===== config.mk =====
export PLATFORM = sky130hd
export DESIGN_NAME = qpid_drive
export DESIGN_NICKNAME = d
export VERILOG_FILES = /design/src/hw/rtl/qpid_pkg.sv /design/src/hw/rtl/qpid_drive.sv
export SDC_FILE = /design/constraint.sdc
export NUM_CORES = 1
export LEC_CHECK = 0
export BUFFER_PORTS_ARGS = -buffer_cell sky130_fd_sc_hd__buf_2
export CAP_MARGIN = 20
export CORE_UTILIZATION = 38
export CTS_BUF_LIST = sky130_fd_sc_hd__clkbuf_16
export CTS_CLUSTER_DIAMETER = 80
export DETAILED_ROUTE_END_ITERATION = 12
export SLEW_MARGIN = 20
export SYNTH_ARGS = -nofsm -noshare
export SYNTH_HDL_FRONTEND = slang
export SYNTH_SLANG_ARGS = --single-unit

===== constraint.sdc =====
create_clock -name i_clk -period 8.8 [get_ports i_clk]
set_input_delay 0.88 -clock i_clk [delete_from_list [all_inputs] [get_ports i_clk]]
set_output_delay 0.88 -clock i_clk [all_outputs]
set_load 0.01 [all_outputs]

===== src/hw/rtl/qpid_pkg.sv =====
// Shared types, widths, register codes and reset constants for the
// quadrature-encoder PID position loop. No dependencies.
package qpid_pkg;

    localparam int GAIN_W    = 40;
    localparam int GAIN_LO_W = 20;          // gains are split in halves for the multipliers
    localparam int GAIN_HI_W = GAIN_W - GAIN_LO_W;
    localparam int CPR_W     = 16;
    localparam int RANGE_W   = 10;
    localparam int TGT_W     = 16;
    localparam int CNT_W     = 32;
    localparam int CFG_IDX_W = 3;
    localparam int CFG_DATA_W = GAIN_W;

    localparam int GAIN_FRAC_BITS_DEF = 24;
    localparam int SUM_WIDTH_DEF      = 48;

    localparam logic [CPR_W-1:0]   CPR_RST   = 16'd216;
    localparam logic [GAIN_W-1:0]  KP_RST    = 40'd77672296;
    localparam logic [GAIN_W-1:0]  KI_RST    = 40'd16;
    localparam logic [GAIN_W-1:0]  KD_RST    = 40'd7767229630;
    localparam logic [RANGE_W-1:0] RANGE_RST = 10'd100;

    localparam logic signed [CNT_W-1:0] CNT_MAX = 32'sh7FFF_FFFF;
    localparam logic signed [CNT_W-1:0] CNT_MIN = 32'sh8000_0000;

    typedef enum logic [1:0] {
        MODE_EDGE   = 2'd0,
        MODE_TICK   = 2'd1,
        MODE_TARGET = 2'd2,
        MODE_NONE   = 2'd3
    } t_mode;

    typedef enum logic [CFG_IDX_W-1:0] {
        REG_CPR   = 3'd0,
        REG_KP    = 3'd1,
        REG_KI    = 3'd2,
        REG_KD    = 3'd3,
        REG_RANGE = 3'd4
    } t_cfg_reg;

    // per-beat control carried down the pipe alongside the arithmetic
    typedef struct packed {
        logic             tick;
        logic             e_pos;
        logic [CNT_W-1:0] count;
        logic [CNT_W-1:0] pos_err;
    } t_item_tag;

    // clamp a 34-bit signed value to the 32-bit signed range
    function automatic logic signed [CNT_W-1:0] sat32(input logic signed [33:0] v);
        if (v[33:31] != {3{v[33]}}) begin
            return v[33] ? CNT_MIN : CNT_MAX;
        end
        return v[31:0];
    endfunction

endpackage


===== src/hw/rtl/qpid_drive.sv =====
// Signed PID sum, integer part, clamp to the drive range and steering to the
// forward or reverse output; holds the drive and the result register. Uses qpid_pkg.
module qpid_drive #(
    parameter int GAIN_FRAC_BITS = 24,
    parameter int SUM_WIDTH      = 48
) (
    input  logic                           i_clk,
    input  logic                           i_rst_n,
    input  logic                           i_v,
    output logic                           o_rdy,
    input  qpid_pkg::t_item_tag            i_tag,
    input  logic                           i_p_neg,
    input  logic [qpid_pkg::GAIN_W+qpid_pkg::CNT_W-1:0]   i_p_mag,
    input  logic                           i_i_neg,
    input  logic [qpid_pkg::GAIN_W+SUM_WIDTH-1:0]         i_i_mag,
    input  logic                           i_d_neg,
    input  logic [qpid_pkg::GAIN_W+qpid_pkg::CNT_W:0]     i_d_mag,
    input  logic [qpid_pkg::RANGE_W-1:0]   i_range,
    output logic                           o_valid,
    input  logic                           i_ready,
    output logic [qpid_pkg::RANGE_W-1:0]   o_drive_forward,
    output logic [qpid_pkg::RANGE_W-1:0]   o_drive_reverse,
    output logic                           o_drive_update,
    output logic [qpid_pkg::CNT_W-1:0]     o_edge_count,
    output logic [qpid_pkg::CNT_W-1:0]     o_position_error
);
    import qpid_pkg::*;

    localparam int UW  = GAIN_W + SUM_WIDTH + 3;
    localparam int IPW = UW - GAIN_FRAC_BITS;

    logic                 r_v5, rdy5, rdy6;
    t_item_tag            r_tag5;
    logic signed [UW-1:0] r_u;
    logic signed [UW-1:0] t_p, t_i, t_d, n_u;
    logic [UW-1:0]        u_mag;
    logic [IPW-1:0]       ip;
    logic [RANGE_W-1:0]   duty, n_fwd, n_rev;
    logic                 u_neg;
    logic [RANGE_W-1:0]   r_fwd, r_rev;

    assign rdy6  = !o_valid || i_ready;
    assign rdy5  = !r_v5 || rdy6;
    assign o_rdy = rdy5;

    always_comb begin
        t_p = $signed(UW'(i_p_mag));
        t_i = $signed(UW'(i_i_mag));
        t_d = $signed(UW'(i_d_mag));
        n_u = (i_p_neg ? -t_p : t_p) + (i_i_neg ? -t_i : t_i) + (i_d_neg ? -t_d : t_d);
    end

    // truncate toward zero: take the integer part of the magnitude
    always_comb begin
        u_neg = r_u[UW-1];
        u_mag = u_neg ? UW'(-r_u) : UW'(r_u);
        ip    = u_mag[UW-1:GAIN_FRAC_BITS];
        duty  = (ip > IPW'(i_range)) ? i_range : ip[RANGE_W-1:0];
        if (r_tag5.e_pos) begin
            n_fwd = u_neg ? '0 : duty;
            n_rev = '0;
        end else begin
            n_fwd = '0;
            n_rev = u_neg ? duty : '0;
        end
    end

    always_ff @(posedge i_clk) begin
        if (!i_rst_n) begin
            r_v5 <= 1'b0;
        end else if (rdy5) begin
            r_v5 <= i_v;
        end
        if (rdy5 && i_v) begin
            r_tag5 <= i_tag;
            r_u    <= n_u;
        end
    end

    // drive registers hold between ticks and double as the result fields
    always_ff @(posedge i_clk) begin
        if (!i_rst_n) begin
            o_valid <= 1'b0;
            r_fwd   <= '0;
            r_rev   <= '0;
        end else begin
            if (rdy6) begin
                o_valid <= r_v5;
            end
            if (rdy6 && r_v5 && r_tag5.tick) begin
                r_fwd <= n_fwd;
                r_rev <= n_rev;
            end
        end
        if (rdy6 && r_v5) begin
            o_drive_update   <= r_tag5.tick;
            o_edge_count     <= r_tag5.count;
            o_position_error <= r_tag5.pos_err;
        end
    end

    assign o_drive_forward = r_fwd;
    assign o_drive_reverse = r_rev;

    a_one_side: assert property (@(posedge i_clk) disable iff (!i_rst_n)
        !(r_fwd != '0 && r_rev != '0))
        else $error("forward and reverse drive both active");

    a_hold_between_ticks: assert property (@(posedge i_clk) disable iff (!i_rst_n)
        (rdy6 && r_v5 && !r_tag5.tick) |=> ($stable(r_fwd) && $stable(r_rev)))
        else $error("drive changed on a non-tick beat");

endmodule


Yosys cells after proc, flatten, opt, wreduce, memory -nomap -nowiden --
Cells that the tools add are included.
Operators by class: add/subtract/negate cells 6, multiply operators 0, div/mod/pow operators 0, $lt $le $gt $ge 1, equal/unequal tests 0, shifts and indexed selects 0, muxes and demuxes 9, bitwise operators 0, reduce and logical (&&, ||, !) cells 7
Operators with widths (number):
- $mux 91 | 4
- $add 91x91->91 | 2
- $neg 72->91 | 1
- $neg 73->91 | 1
- $neg 88->91 | 1
- $neg 91->91 | 1
- $gt 67x10->1 | 1
- $mux 10 | 5
- $logic_and 1x1->1 | 3
- $logic_not 1->1 | 2
- $logic_or 1x1->1 | 2
Word-level totals: register bits after elaboration 244, bits in latches 0, memory bits (writable) 0, memory bits (read-only) 0, bits of input ports 316, word-level logic and storage cells 35, memories 0

Depth between registers and ports, before layout --
depth in word-level cells 6, depth in mapped cells 28

Least setup slack after synthesis --
OpenSTA, ideal clock, no wires.
path type input-to-reg, from input i_d_mag[5] (netlist bit), to register r_u[79] (data pin), library setup time 0.265 ns, arrival time 7.230 ns, required time 8.535 ns, setup slack 1.305 ns, stages 24, buffers on the path 0, path through or4_1 or4_1 or4b_1 or2_2 or3_1 inv_1 nand2_1 or3_1 o41ai_1 xor2_1 fa_1 inv_1 ha_1 nand2_1 o221ai_1 nor2_1 a211oi_1 o311ai_0 a311oi_1 o21ai_0 o31ai_1 a21boi_0 o21ai_0 xor2_1
On the way: cells in the longest elaborated chain, start to end 3
RTL lines:
- from (decl) | RTL line qpid_drive.sv:17 | input logic [qpid_pkg::GAIN_W+qpid_pkg::CNT_W:0] i_d_mag,
- $neg 73->91 | RTL line qpid_drive.sv:50 | n_u = (i_p_neg ? -t_p : t_p) + (i_i_neg ? -t_i : t_i) + (i_d_neg ? -t_d : t_d);
- $mux 91 * | RTL line qpid_drive.sv:50
- $add 91x91->91 * | RTL line qpid_drive.sv:50
- net n_u[79] | RTL line qpid_drive.sv:35 | logic signed [UW-1:0] t_p, t_i, t_d, n_u;
- to (signal assigned) | RTL line qpid_drive.sv:76 | r_u <= n_u;
- to (decl) | RTL line qpid_drive.sv:34 | logic signed [UW-1:0] r_u;
The timed path passes the listed nets; every way through them passes the cells marked *. A chain may end at the register's enable or synchronous reset.

Worst setup path in the final report --
Same ends and word-level chain as after synthesis.

==> results.md <==
* Status: finished, final reports clean
* Worst path bufs/invs at 5
* Async S/R FF share, synth at 0%
* Number of global-route vias before repair at 20223
* CTS clock-pin slew for the worst setup and hold paths at 0.06 ns
* Mapped Cells at 2518
* Worst path max stage delay at 0.60 ns
* Worst-skew pair later-pin latency at ~0.55 ns
* Synth top area share at 29.4%
* Row count at 89
* FMAX at 127 MHz
* Non-Filler Instances at between 3000 and 4000
* Period utilization at 89.3%
* Root buffer cell: clkbuf_16
* Final GP Congestion at between 0.9 and 1
* Crit end category: flop
* VDD IR max at 0.169 mV
* Die area at 0.0607 mm2
* Worst hold path type: flop to flop
* Total CTS buffers at 24
* Post-Syn Nets at 3027
* First-pass GRT wire length at 118 mm
* Placed cell count at 3617
* Clock Tree Buf Depth at 3
* Post-synth EDFFs at roughly 220
* Setup CP Type: primary input to flop
* Crit path launch type: primary input
* Fin crit period at 7.86 ns
* CORE AREA at 0.0590 mm2
* Crit Path Max Fanout at 6
* Static leakage at 10.6 nW
* Slowest cell on crit path: or4_1
* Die X at 246 um
* Synth warn at 0
* Detail Route Antenna Nets at 0
* Fillcell total at around 5900
* Critical path required time at 9.08 ns
* Via count at 21041
* Syn Area/Cell at 9.02 um2
* Largest net degree at the start of global routing at 83
* H-tree levels at 1
* Primary FF master, synth: edfxtp_1
* Yosys top cell by area: edfxtp_1
* R2r startpoint: r_u[65]
* PnR Total Power at 6.09 mW
* DP Wirelength at 65.4 mm
* Drt wl/cell at 21.3 um
* Initial antenna violation count at 5
* Worst Clk Skew at 0.0215 ns
* CTS resizes at 0
* #FFs+latches synth at between 200 and 250
* Netlist Area Pre-Place at 0.0227 mm2
* # IOs at between 400 and 500
* Setup violations, final at 0
* Crit path from: i_d_mag[5]
* Endpoints failing hold at 0
* Nets at 3379
* Register area share after synthesis at 31.3%
* Synth top area cells: edfxtp_1 (29%), fa_1 (8.0%), xor2_1 (7.4%)
* Initial core utilization at between 30% and 40%
* DRT iter0 DRCs at 1490
* CP arrival at approximately 8.1 ns
* Delay-heaviest family, CP: simple AND/OR/NAND/NOR gates
* Min-delay src: r_tag5[26]
* Layout cell share with drive strength beyond 1 at between 10% and 20%
* Max-slew violations at 0
* Via density at 5.74
* Slew @ Worst Pin at ~1.0 ns
* Global Route Usage Sum at approximately a quarter
* Max Cap Viol at 0
* Setup TNS at 0 ns
* TritonRoute pass-1 iters at 8
* Relative slew margins at between 30 and 40%
* Routed wire length at 78.1 mm
* # hold bufs at CTS at 0
* Pwr Density at 232 mW/mm2
* Netlist cell types at 78
* Die H at 246 um
* # port buffers at 402
* Hold_ws at 0.413 ns
* Grt ovf at 0
* RSZ-0062 raised after global routing: false
* Clock Sink Count at 244
* Post-CTS Setup Inserts at 0
* CTS tree: yes
* P&R area growth vs syn at 15.8%
* # DRC at 0
[placed cells by master, fill, tap and decap left out, types with 8 or more instances in the layout]
cell type / count
buf_2: 402
and3_1: 10
and2_1: 8
or4_1: 45
a21o_1: 45
inv_1: 210
a21boi_0: 12
dfxtp_1: 22
mux2i_1: 12
o2111ai_1: 11
nor4_1: 55
edfxtp_1: 222
buf_4: 28
xnor2_1: 137
o21bai_1: 22
clkbuf_16: 24
nor2b_1: 15
or3_1: 48
a21oi_1: 136
a31oi_1: 28
o21ai_0: 190
fa_1: 91
nand2_1: 206
o41ai_1: 41
and4_1: 8
nor2_1: 135
nand3_1: 41
nor3_1: 48
xor2_1: 193
o31ai_1: 90
o21a_1: 12
or2_2: 22
o211ai_1: 11
nand2b_1: 19
a211oi_1: 13
ha_1: 102
nand4_1: 52
[flip-flops by register name (all words and copies together) (netlist names)]
register          count
r_v5                  1
r_tag5               66
o_drive_forward      10
r_u                  91
o_drive_update        1
o_drive_reverse      10
o_position_error     32
o_edge_count         32
o_valid               1
[per-layer routing]
| metal | share of wire [%] | track usage (%) |
|---|---|---|
| met5 | 0.022 | 0 |
| met2 | 43 | 38.3 |
| met1 | 47 | 36.4 |
| met3 | 7.3 | 2.89 |
| met4 | 3.3 | 8.50 |
[cell usage after synthesis (6+ instances only)]
master,count
a211oi_1,13
a211o_1,7
nand2_1,206
or3_1,48
a21o_1,45
nand3_1,41
a31oi_1,28
a21boi_0,12
ha_1,102
clkbuf_1,96
o2111ai_1,11
and4_1,8
and2_1,9
a41oi_1,6
o41ai_1,41
xnor2_1,137
nor4_1,55
inv_1,207
o21a_1,12
a21oi_1,136
nor2_1,135
nor2b_1,16
o21bai_1,22
or4_1,45
o211ai_1,11
fa_1,91
xor2_1,193
dfxtp_1,22
or3_4,6
nor3_1,49
nand4_1,52
o21ai_0,190
and3_1,10
mux2i_1,12
o31ai_1,90
or2_2,22
o22ai_1,7
nand2b_1,19
edfxtp_1,222
[logic make-up after synthesis]
kind of cell               count (synthesis)  share of synthesized area [%]
and+or+nand+nor                          746                           17.1
AOI/OAI and AO/OA                        682                           19.5
xor gates and xnor gates                 330                           12.7
buffers and inverters                    311                           5.22
DFF                                      244                           31.3
adders and majority gates                193                           13.6
muxes                                     12                          0.529
[worst reg2reg max path, stage by stage, from the launching register on]
cell and delay, ns:
edfxtp_1 0.63, nor4_1 0.93, nand4_1 0.64, nor4_1 0.97, a21oi_1 0.17, or4_1 0.57
o31ai_1 0.38, o211ai_1 0.21, nor4_1 0.39, nand4b_1 0.72, mux2i_1 0.49, o21ai_0 0.15
[cell type report]
type	instances	area (um2)	share of cell area [%]
clock buffers	24	601	2.28
clock inverters	20	178	0.676
repair buffers	430	2220	8.45
diodes	5	12.5	0.0476
inverters	207	777	2.95
well taps	773	967	3.68
flip-flops and latches	244	7110	27.0
multi-input cells	1963	14400	54.9
[power by group]
group / switching, mW / internal, mW / total, mW
Sequential: 0.382 / 1.65 / 2.03
Combinational: 1.88 / 1.17 / 3.05
Clock: 0.443 / 0.564 / 1.01
[final timing paths]
check                                             to  slack [ns]  depth (start not counted)
worst max-delay path                         r_u[79]        0.94                         27
worst min-delay path            o_position_error[26]        0.41                          0
worst min register to register  o_position_error[26]        0.41                          0
worst max register to register    o_drive_forward[6]        2.42                         11
[per-stage QoR]
stage	area, um2	worst slack [ns]	util, %
floorplan	22700	1.30	-
detailed placement	25500	0.456	43.2
global placement	25500	0.537	43.2
CTS	26300	0.983	44.5
finish	26300	0.942	44.6
global route	26300	0.430	44.6
(Power assumes the default switching activity.)
