--- config.mk ---
export PLATFORM = sky130hd
export DESIGN_NAME = qpid_state
export DESIGN_NICKNAME = d
export VERILOG_FILES = /design/src/hw/rtl/qpid_pkg.sv /design/src/hw/rtl/qpid_state.sv
export SDC_FILE = /design/constraint.sdc
export NUM_CORES = 2
export LEC_CHECK = 0
export BUFFER_PORTS_ARGS = -buffer_cell sky130_fd_sc_hd__buf_2
export CAP_MARGIN = 15
export CORE_UTILIZATION = 40
export CTS_CLUSTER_DIAMETER = 40
export CTS_CLUSTER_SIZE = 24
export DETAILED_ROUTE_END_ITERATION = 16
export GPL_ROUTABILITY_DRIVEN = 0
export GPL_TIMING_DRIVEN = 0
export PLACE_DENSITY = 0.66
export SYNTH_ARGS = -nofsm -noshare
export SYNTH_HDL_FRONTEND = slang
export SYNTH_SLANG_ARGS = --single-unit
--- constraint.sdc ---
create_clock -name i_clk -period 17.2 [get_ports i_clk]
set_input_delay 1.72 -clock i_clk [delete_from_list [all_inputs] [get_ports i_clk]]
set_output_delay 1.72 -clock i_clk [all_outputs]
set_load 0.05 [all_outputs]
--- src/hw/rtl/qpid_pkg.sv ---
// Shared types, widths, register codes and reset constants for the
// quadrature-encoder PID position loop. No dependencies.
package qpid_pkg;

    localparam int GAIN_W    = 40;
    localparam int GAIN_LO_W = 20;          // gains are split in halves for the multipliers
    localparam int GAIN_HI_W = GAIN_W - GAIN_LO_W;
    localparam int CPR_W     = 16;
    localparam int RANGE_W   = 10;
    localparam int TGT_W     = 16;
    localparam int CNT_W     = 32;
    localparam int CFG_IDX_W = 3;
    localparam int CFG_DATA_W = GAIN_W;

    localparam int GAIN_FRAC_BITS_DEF = 24;
    localparam int SUM_WIDTH_DEF      = 48;

    localparam logic [CPR_W-1:0]   CPR_RST   = 16'd216;
    localparam logic [GAIN_W-1:0]  KP_RST    = 40'd77672296;
    localparam logic [GAIN_W-1:0]  KI_RST    = 40'd16;
    localparam logic [GAIN_W-1:0]  KD_RST    = 40'd7767229630;
    localparam logic [RANGE_W-1:0] RANGE_RST = 10'd100;

    localparam logic signed [CNT_W-1:0] CNT_MAX = 32'sh7FFF_FFFF;
    localparam logic signed [CNT_W-1:0] CNT_MIN = 32'sh8000_0000;

    typedef enum logic [1:0] {
        MODE_EDGE   = 2'd0,
        MODE_TICK   = 2'd1,
        MODE_TARGET = 2'd2,
        MODE_NONE   = 2'd3
    } t_mode;

    typedef enum logic [CFG_IDX_W-1:0] {
        REG_CPR   = 3'd0,
        REG_KP    = 3'd1,
        REG_KI    = 3'd2,
        REG_KD    = 3'd3,
        REG_RANGE = 3'd4
    } t_cfg_reg;

    // per-beat control carried down the pipe alongside the arithmetic
    typedef struct packed {
        logic             tick;
        logic             e_pos;
        logic [CNT_W-1:0] count;
        logic [CNT_W-1:0] pos_err;
    } t_item_tag;

    // clamp a 34-bit signed value to the 32-bit signed range
    function automatic logic signed [CNT_W-1:0] sat32(input logic signed [33:0] v);
        if (v[33:31] != {3{v[33]}}) begin
            return v[33] ? CNT_MIN : CNT_MAX;
        end
        return v[31:0];
    endfunction

endpackage

--- src/hw/rtl/qpid_state.sv ---
// Input register and loop state: edge count, reference, error sum, previous error.
// Produces error, sum and difference magnitudes for the gain multipliers. Uses qpid_pkg.
module qpid_state #(
    parameter int SUM_WIDTH = 48
) (
    input  logic                         i_clk,
    input  logic                         i_rst_n,
    input  logic                         i_valid,
    output logic                         o_ready,
    input  logic [1:0]                   i_mode,
    input  logic                         i_edge_line,
    input  logic                         i_level_a,
    input  logic                         i_level_b,
    input  logic signed [qpid_pkg::TGT_W-1:0] i_target,
    input  logic [qpid_pkg::CPR_W-1:0]   i_cpr,
    output logic                         o_v,
    input  logic                         i_rdy,
    output qpid_pkg::t_item_tag          o_tag,
    output logic                         o_e_neg,
    output logic [qpid_pkg::CNT_W-1:0]   o_e_mag,
    output logic                         o_s_neg,
    output logic [SUM_WIDTH-1:0]         o_s_mag,
    output logic                         o_d_neg,
    output logic [qpid_pkg::CNT_W:0]     o_d_mag
);
    import qpid_pkg::*;

    localparam logic signed [SUM_WIDTH-1:0] SUM_MAX = {1'b0, {(SUM_WIDTH-1){1'b1}}};
    localparam logic signed [SUM_WIDTH-1:0] SUM_MIN = {1'b1, {(SUM_WIDTH-1){1'b0}}};

    // input register
    logic                    r_v1;
    t_mode                   r_mode;
    logic                    r_line, r_la, r_lb;
    logic signed [TGT_W-1:0] r_tgt;

    // loop state
    logic signed [CNT_W-1:0]     r_count, r_ref, r_prev;
    logic signed [TGT_W-1:0]     r_last;
    logic signed [SUM_WIDTH-1:0] r_sum;
    logic signed [CNT_W-1:0]     n_count, n_ref, n_prev;
    logic signed [TGT_W-1:0]     n_last;
    logic signed [SUM_WIDTH-1:0] n_sum;

    logic                    r_v2;
    logic                    rdy1, rdy2, adv;
    logic                    up;
    logic signed [TGT_W:0]   diff;
    logic signed [33:0]      ref_prod, e_raw, pe_raw;
    logic signed [CNT_W-1:0] e, ref_tgt, count_edge, pos_err;
    logic signed [SUM_WIDTH:0] sum_ext;
    logic signed [SUM_WIDTH-1:0] sum_sat;
    logic signed [CNT_W:0]   d;

    assign rdy2    = !r_v2 || i_rdy;
    assign rdy1    = !r_v1 || rdy2;
    assign adv     = r_v1 && rdy2;
    assign o_ready = rdy1;
    assign o_v     = r_v2;

    always_comb begin
        diff     = {r_tgt[TGT_W-1], r_tgt} - {r_last[TGT_W-1], r_last};
        ref_prod = diff * $signed({1'b0, i_cpr});
        ref_tgt  = sat32(ref_prod);

        e_raw    = 34'(r_ref) - 34'(r_count);
        e        = sat32(e_raw);
        d        = 33'(e) - 33'(r_prev);

        sum_ext  = (SUM_WIDTH+1)'(r_sum) + (SUM_WIDTH+1)'(e);
        if (sum_ext[SUM_WIDTH] != sum_ext[SUM_WIDTH-1]) begin
            sum_sat = sum_ext[SUM_WIDTH] ? SUM_MIN : SUM_MAX;
        end else begin
            sum_sat = sum_ext[SUM_WIDTH-1:0];
        end

        // A edge counts up on differing levels, B edge on matching levels
        up = r_line ^ r_la ^ r_lb;
        if (up) begin
            count_edge = (r_count == CNT_MAX) ? r_count : r_count + 32'sd1;
        end else begin
            count_edge = (r_count == CNT_MIN) ? r_count : r_count - 32'sd1;
        end

        n_count = r_count;
        n_ref   = r_ref;
        n_last  = r_last;
        n_sum   = r_sum;
        n_prev  = r_prev;
        unique case (r_mode)
            MODE_EDGE: begin
                n_count = count_edge;
            end
            MODE_TARGET: begin
                n_ref   = ref_tgt;
                n_last  = r_tgt;
                n_count = '0;
                n_sum   = '0;
                n_prev  = ref_tgt;
            end
            MODE_TICK: begin
                n_sum  = sum_sat;
                n_prev = e;
            end
            default: begin
            end
        endcase

        pe_raw  = 34'(n_ref) - 34'(n_count);
        pos_err = sat32(pe_raw);
    end

    always_ff @(posedge i_clk) begin
        if (!i_rst_n) begin
            r_v1 <= 1'b0;
        end else if (rdy1) begin
            r_v1 <= i_valid;
        end
        if (rdy1 && i_valid) begin
            r_mode <= t_mode'(i_mode);
            r_line <= i_edge_line;
            r_la   <= i_level_a;
            r_lb   <= i_level_b;
            r_tgt  <= i_target;
        end
    end

    always_ff @(posedge i_clk) begin
        if (!i_rst_n) begin
            r_count <= '0;
            r_ref   <= '0;
            r_last  <= '0;
            r_sum   <= '0;
            r_prev  <= '0;
        end else if (adv) begin
            r_count <= n_count;
            r_ref   <= n_ref;
            r_last  <= n_last;
            r_sum   <= n_sum;
            r_prev  <= n_prev;
        end
    end

    always_ff @(posedge i_clk) begin
        if (!i_rst_n) begin
            r_v2 <= 1'b0;
        end else if (rdy2) begin
            r_v2 <= r_v1;
        end
        if (adv) begin
            o_tag.tick    <= (r_mode == MODE_TICK);
            o_tag.e_pos   <= !e[CNT_W-1] && (e != '0);
            o_tag.count   <= n_count;
            o_tag.pos_err <= pos_err;
            o_e_neg       <= e[CNT_W-1];
            o_e_mag       <= e[CNT_W-1] ? CNT_W'(-e) : CNT_W'(e);
            o_s_neg       <= sum_sat[SUM_WIDTH-1];
            o_s_mag       <= sum_sat[SUM_WIDTH-1] ? SUM_WIDTH'(-sum_sat) : SUM_WIDTH'(sum_sat);
            o_d_neg       <= d[CNT_W];
            o_d_mag       <= d[CNT_W] ? (CNT_W+1)'(-d) : (CNT_W+1)'(d);
        end
    end

    // a new target restarts the count and the integrator
    a_target_clears: assert property (@(posedge i_clk) disable iff (!i_rst_n)
        (adv && r_mode == MODE_TARGET) |=> (r_count == '0 && r_sum == '0))
        else $error("count or error sum not cleared by new target");

    // the edge count sticks at its upper limit instead of wrapping
    a_count_sat: assert property (@(posedge i_clk) disable iff (!i_rst_n)
        (adv && r_mode == MODE_EDGE && up && r_count == CNT_MAX) |=> (r_count == CNT_MAX))
        else $error("edge count wrapped at upper limit");

endmodule

# [Word level (Yosys, flattened, before mapping)]
# Cells that the tools add are included.
[op_classes] muxes=24 reduce_logical=13 bitwise=2 mul=1 addsub=10 n_eq_ne=8
[ops] cell="32-bit 2-to-1 mux" count=14
[ops] cell="32-bit case mux with 2 select lines" count=2
[ops] cell="32-bit by 32-bit subtractor with 33-bit output" count=3
[ops] cell="48-bit 2-to-1 mux" count=2
[ops] cell="48-bit case mux with 2 select lines" count=1
[ops] cell="32-bit == test, second input constant" count=2
[ops] cell="48-bit by 32-bit adder with 49-bit output" count=1
[ops] cell="48-bit negation" count=1
[ops] cell="47-bit 2-to-1 mux" count=1
[ops] cell="17-bit by 17-bit multiplier with 34-bit output" count=1
[ops] cell="33-bit negation" count=1
[ops] cell="32-bit by 2-bit adder with 32-bit output, second input constant" count=1
[ops] cell="32-bit negation" count=1
[ops] cell="32-bit nonzero test" count=1
[ops] cell="32-bit by 2-bit subtractor with 32-bit output, second input constant" count=1
[ops] cell="31-bit 2-to-1 mux" count=1
[ops] cell="16-bit by 16-bit subtractor with 17-bit output" count=1
[ops] cell="2-bit inequality test" count=3
[ops] cell="2-bit AND reduction" count=2
[ops] cell="1-bit logical AND" count=3
[ops] cell="1-bit zero test" count=3
[ops] cell="1-bit 2-to-1 mux" count=3
[ops] cell="2-bit by 1-bit == test with 1-bit output, second input constant" count=1
[ops] cell="2-bit == test, second input constant" count=1
[ops] cell="other kinds (5)" count=7
[totals] reg_bits=365 output_inout_bits=184

# [Logic depth before layout (Yosys ltp)]
[depth] word_depth=10 depth_mapped=57 ltp_nobuf=54

# [Worst setup path after synthesis]
# No wires, ideal clock.
[synth_path] path_kind="reg-to-reg" start="register r_tgt[0]" end="register o_tag[10] in the netlist's numbering (data pin)" setup_ns=0.271 setup_slack_ns=4.554 path_stages_with_launch=55 arrival_time_ns=12.376 cell_sequence="edfxtp_1 inv_1 ha_1 fa_1 nor2b_1 o21ai_0 a21boi_0 o21ai_0 a21boi_0 o21ai_0 a21boi_0 o21ai_0 a21oi_1 a41oi_1 a31o_2 clkbuf_1 and2_1 fa_1 (+19 left out) clkbuf_1 nor2b_1 clkbuf_1 a21oi_1 ha_1 a21oi_1 o21ai_0 a2111oi_0 o31ai_1 o21a_1 nand3_1 a21oi_1 a21o_1 a21oi_1 o21ai_1 nor2_1 clkbuf_1 o21ai_0"
[synth_via] elab_chain_len=10
[synth_rtl] item="start, declared" line="qpid_state.sv:35" source="logic signed [TGT_W-1:0] r_tgt;"
[synth_rtl] item="start signal, assigned" line="qpid_state.sv:124" source="r_tgt <= i_target;"
[synth_rtl] item="16-bit by 16-bit subtractor with 17-bit output (*)" line="qpid_state.sv:62" source="diff = {r_tgt[TGT_W-1], r_tgt} - {r_last[TGT_W-1], r_last};"
[synth_rtl] item="17-bit by 17-bit multiplier with 34-bit output (*)" line="qpid_state.sv:63" source="ref_prod = diff * $signed({1'b0, i_cpr});"
[synth_rtl] item="2-bit inequality test or 32-bit 2-to-1 mux (tied branches)" line="qpid_pkg.sv:52, qpid_pkg.sv:53"
[synth_rtl] item="1-bit 2-to-1 mux or 32-bit 2-to-1 mux (tied branches)" line="qpid_pkg.sv:52" source="if (v[33:31] != {3{v[33]}}) begin"
[synth_rtl] item="32-bit 2-to-1 mux (*)" line="qpid_pkg.sv:55" source="return v[31:0];"
[synth_rtl] item="32-bit 2-to-1 mux (*)" line="qpid_state.sv:90" source="unique case (r_mode)"
[synth_rtl] item="net n_ref[2]" line="qpid_state.sv:41" source="logic signed [CNT_W-1:0] n_count, n_ref, n_prev;"
[synth_rtl] item="32-bit by 32-bit subtractor with 33-bit output (*)" line="qpid_state.sv:109" source="pe_raw = 34'(n_ref) - 34'(n_count);"
[synth_rtl] item="2-bit inequality test or 32-bit 2-to-1 mux (tied branches)" line="qpid_pkg.sv:52, qpid_pkg.sv:53"
[synth_rtl] item="1-bit 2-to-1 mux or 32-bit 2-to-1 mux (tied branches)" line="qpid_pkg.sv:52"
[synth_rtl] item="32-bit 2-to-1 mux (*)" line="qpid_pkg.sv:55"
[synth_rtl] item="net pos_err[10]" line="qpid_state.sv:50" source="logic signed [CNT_W-1:0] e, ref_tgt, count_edge, pos_err;"
[synth_rtl] item="end, declared" line="qpid_state.sv:18" source="output qpid_pkg::t_item_tag o_tag,"
# The timed path passes the listed nets; every way through them passes the cells marked *. The select of a mux whose other input is x is not followed.
# A chain may end at the register's enable or synchronous reset.

# [Worst setup path in the final report]
[layout_path] start="register r_tgt[0]" end="register o_tag[25] in the netlist's numbering (data pin)"
[layout_via] elab_chain_len=10
[layout_rtl] item="16-bit by 16-bit subtractor with 17-bit output (*)" line="qpid_state.sv:62"
[layout_rtl] item="17-bit by 17-bit multiplier with 34-bit output (*)" line="qpid_state.sv:63"
[layout_rtl] item="2-bit inequality test or 32-bit 2-to-1 mux (tied branches)" line="qpid_pkg.sv:52, qpid_pkg.sv:53"
[layout_rtl] item="1-bit 2-to-1 mux or 32-bit 2-to-1 mux (tied branches)" line="qpid_pkg.sv:52"
[layout_rtl] item="32-bit 2-to-1 mux (*)" line="qpid_pkg.sv:55"
[layout_rtl] item="32-bit 2-to-1 mux (*)" line="qpid_state.sv:90"
[layout_rtl] item="32-bit by 32-bit subtractor with 33-bit output (*)" line="qpid_state.sv:109"
[layout_rtl] item="2-bit inequality test or 32-bit 2-to-1 mux (tied branches)" line="qpid_pkg.sv:52, qpid_pkg.sv:53"
[layout_rtl] item="1-bit 2-to-1 mux or 32-bit 2-to-1 mux (tied branches)" line="qpid_pkg.sv:52"
[layout_rtl] item="32-bit 2-to-1 mux (*)" line="qpid_pkg.sv:55"
[layout_rtl] item="net pos_err[25]" line="qpid_state.sv:50"
# Marks and branches as above.

==> impl_summary.log <==
INFO  metric mappedNetlistNets = 4,979
INFO  metric drt_wl_total = 122.5 mm
INFO  metric detail-route-antenna-nets = 0
INFO  metric die_height = 307.8 um
INFO  metric htree_num_levels = 3
INFO  metric crit_path_top_delay_cell = sky130_fd_sc_hd__a2111oi_0
INFO  metric synth.lib_cells_used.distinct = 91
INFO  metric globalRouteTotalUtil = 0.2577
INFO  metric syn_inst = 4,400
INFO  metric timing.final.crit_share = 0.9401
INFO  metric nets = 5,275
INFO  metric route.detailed.wl_per_inst = 20.43 um
INFO  metric tns = 0 ps
INFO  metric syn_area_per_cell = 8.504 sq um
INFO  metric cts.sinks = 365
INFO  metric synth_top_flop_cell = sky130_fd_sc_hd__edfxtp_1
INFO  metric worst_setup_path_end_kind = flop
INFO  metric floorplan.initialDensity = 0.4057
INFO  metric slew_headroom = 0.1561
INFO  metric design.die.area = 94,770 sq um
INFO  metric ys_async_sr_fraction = 0
INFO  metric min_period = 16,170 ps
INFO  metric count_of_buffers_inserted_at_the_top_level_ports = 219
INFO  metric synth_warnings = 0
INFO  metric first_pass_iters = 6
INFO  metric syn2layout_area_growth = 13.53%
INFO  metric maxCapViolations = 0
INFO  metric final_common_cell = sky130_fd_sc_hd__inv_1
INFO  metric total_global_routing_overflow = 0
INFO  metric cts.hold.buffers_added = 0
INFO  metric clock_network_latency_to_the_later_pin_of_the_worst_skew_pair = 640 ps
INFO  metric first_pass_grt_wire_length = 187.6 mm
INFO  metric drive_gt1_frac = 0.08653
INFO  metric vias = 33,610
INFO  metric yosys_register_bits = 365
INFO  metric rsz0062_at_grt = false
INFO  metric cts_buffers = 66
INFO  metric setup_viols_final = 0
INFO  metric drtIter0Drc = 3,451
INFO  metric required = 17,540 ps
INFO  metric core-area = 92,220 sq um
INFO  metric root_buf_cell = sky130_fd_sc_hd__clkbuf_16
INFO  metric fmax = 61.85 MHz
INFO  metric worst-slew-pin-transition = 1253 ps
INFO  metric timing.critical_path.from_type = flop
INFO  metric dpl.hpwl = 98.15 mm
INFO  metric clk_pin_slew_worst_paths = 50 ps
INFO  metric row_count = 111
INFO  metric arrival_time_at_the_worst_endpoint = 16,510 ps
INFO  metric fin_hold_ws = 463.4 ps
INFO  metric drc_errors = 0
INFO  metric r2r_setup_slack = 1030 ps
INFO  metric post_synth_instance_area = 37,420 sq um
INFO  metric critical_path_class = reg2reg
INFO  metric critical_path_peak_fanout = 10
INFO  metric cts_buffer_depth = 3
INFO  metric final-hold-violation-count = 0
INFO  metric seq_area_frac_synth = 0.2496
INFO  metric vias_in_the_first_global_route = 32,450
INFO  metric synth_enable_flop_cells = 203
INFO  metric num_io_pins = 225
INFO  metric initial_antenna_violation_count = 8
INFO  metric avgViaCountPerCell = 5.606
INFO  metric min_path_type = reg2reg
INFO  metric final_cell_mix = 536 x sky130_fd_sc_hd__inv_1, 446 x sky130_fd_sc_hd__nand2_1, 357 x sky130_fd_sc_hd__a21oi_1
INFO  metric critical_path_s_largest_stage_delay = 880 ps
INFO  metric grt_start_max_net_pins = 67
INFO  metric post_route_skew = 25.08 ps
INFO  metric report.final.slew_viol_count = 0
INFO  metric status = complete, no violations
INFO  metric die_w = 307.8 um
INFO  metric tritoncts = built
==> cell families (layout without fill, tap and decap cells) <==
group	count (synthesis)	count (layout)	share of synthesized area
simple gates	1349	1349	0.1768
compound gates	1144	1144	0.1983
buf+inv	727	1077	0.07310
fa+ha+maj	551	551	0.2392
flops	365	365	0.2496
xor+xnor	244	244	0.05732
mux	20	20	0.005785
other cells	0	3	0
==> worst max-delay path: cells and delay by family, from the launching register on <==
family                   cells  cell delay (ps)
AND/OR/NAND/NOR              9             2100
XOR/XNOR                     2              890
buffers and inverters        8             1470
adder cells (fa/ha/maj)     10             4410
flip-flops                   1              370
AO/OA/AOI/OAI               25             6590
==> cell type report <==
type	instances	area (sq um)
clock inverters	49	558.0
flip-flops and latches	365	9339
fillers	9066	49740
plain buffers	190	724.4
multi-input cells	3308	25360
diodes	3	7.507
inverters	537	2016
clock buffers	73	1688
well taps	1243	1555
repair buffers	228	1232
==> cells in the mapped netlist (44+ instances only) <==
master                     number  share of area
sky130_fd_sc_hd__o21a_1        44         0.0088
sky130_fd_sc_hd__fa_1         278           0.15
sky130_fd_sc_hd__nand2_1      446          0.045
sky130_fd_sc_hd__nor2_1       271          0.027
sky130_fd_sc_hd__o21ai_0      218          0.029
sky130_fd_sc_hd__inv_1        536          0.054
sky130_fd_sc_hd__a21o_1        93          0.019
sky130_fd_sc_hd__xnor2_1      151          0.035
sky130_fd_sc_hd__nand3_1       63         0.0084
sky130_fd_sc_hd__xor2_1        92          0.022
sky130_fd_sc_hd__nor3_1        68         0.0091
sky130_fd_sc_hd__clkbuf_1     177          0.018
sky130_fd_sc_hd__dfxtp_1      162          0.087
sky130_fd_sc_hd__a21oi_1      357          0.048
sky130_fd_sc_hd__edfxtp_1     203           0.16
sky130_fd_sc_hd__and2_1       162          0.027
sky130_fd_sc_hd__ha_1         260          0.087
sky130_fd_sc_hd__nor2b_1      103          0.017
==> through the flow <==
step | setup WS [ps] | utilization | cells | instance area [sq um]
4_1_cts | 945.8 | 0.4602 | 5991 | 42440
2_1_floorplan | 4554 | - | 4400 | 37420
3_5_place_dp | 1040 | 0.4358 | 5869 | 40190
5_1_grt | 17.33 | 0.4606 | 5995 | 42470
6_report | 1031 | 0.4606 | 5996 | 42480
3_3_place_gp | 1229 | 0.4345 | 5862 | 40070
==> path summary, 6_finish.rpt <==
kind	from	endpoint	cells past startpoint
hold reg to reg	r_last[5]	r_last[5]	2
hold / removal	r_last[5]	r_last[5]	2
setup reg to reg	r_tgt[0]	o_tag[25]	54
setup / recovery	r_tgt[0]	o_tag[25]	54
==> flip-flops by register name (all words and copies together), names as in the netlist, 2 cells and up <==
name     cells
o_e_mag     32
r_ref       32
r_mode       2
o_tag       66
o_s_mag     48
r_prev      32
o_d_mag     33
r_last      16
r_sum       48
r_count     32
r_tgt       16
==> what timing repair did <==
action / CTS / global route
resized for setup: 0 / 2
buffers inserted: 0 / 0
endpoints found under the setup margin: 0 / 23
==> metal layers <==
layer,GRT usage,vias to the layer above,share of wire
li1,-,15790,-
met5,0,-,0.00047
met1,0.3322,16010,0.41
met4,0.1290,8,0.050
met3,0.05388,306,0.088
met2,0.4078,1500,0.45
Power is left out: the tool's default activity adds up to more than one toggle a clock period on the data nets, which glitch-free logic cannot reach.
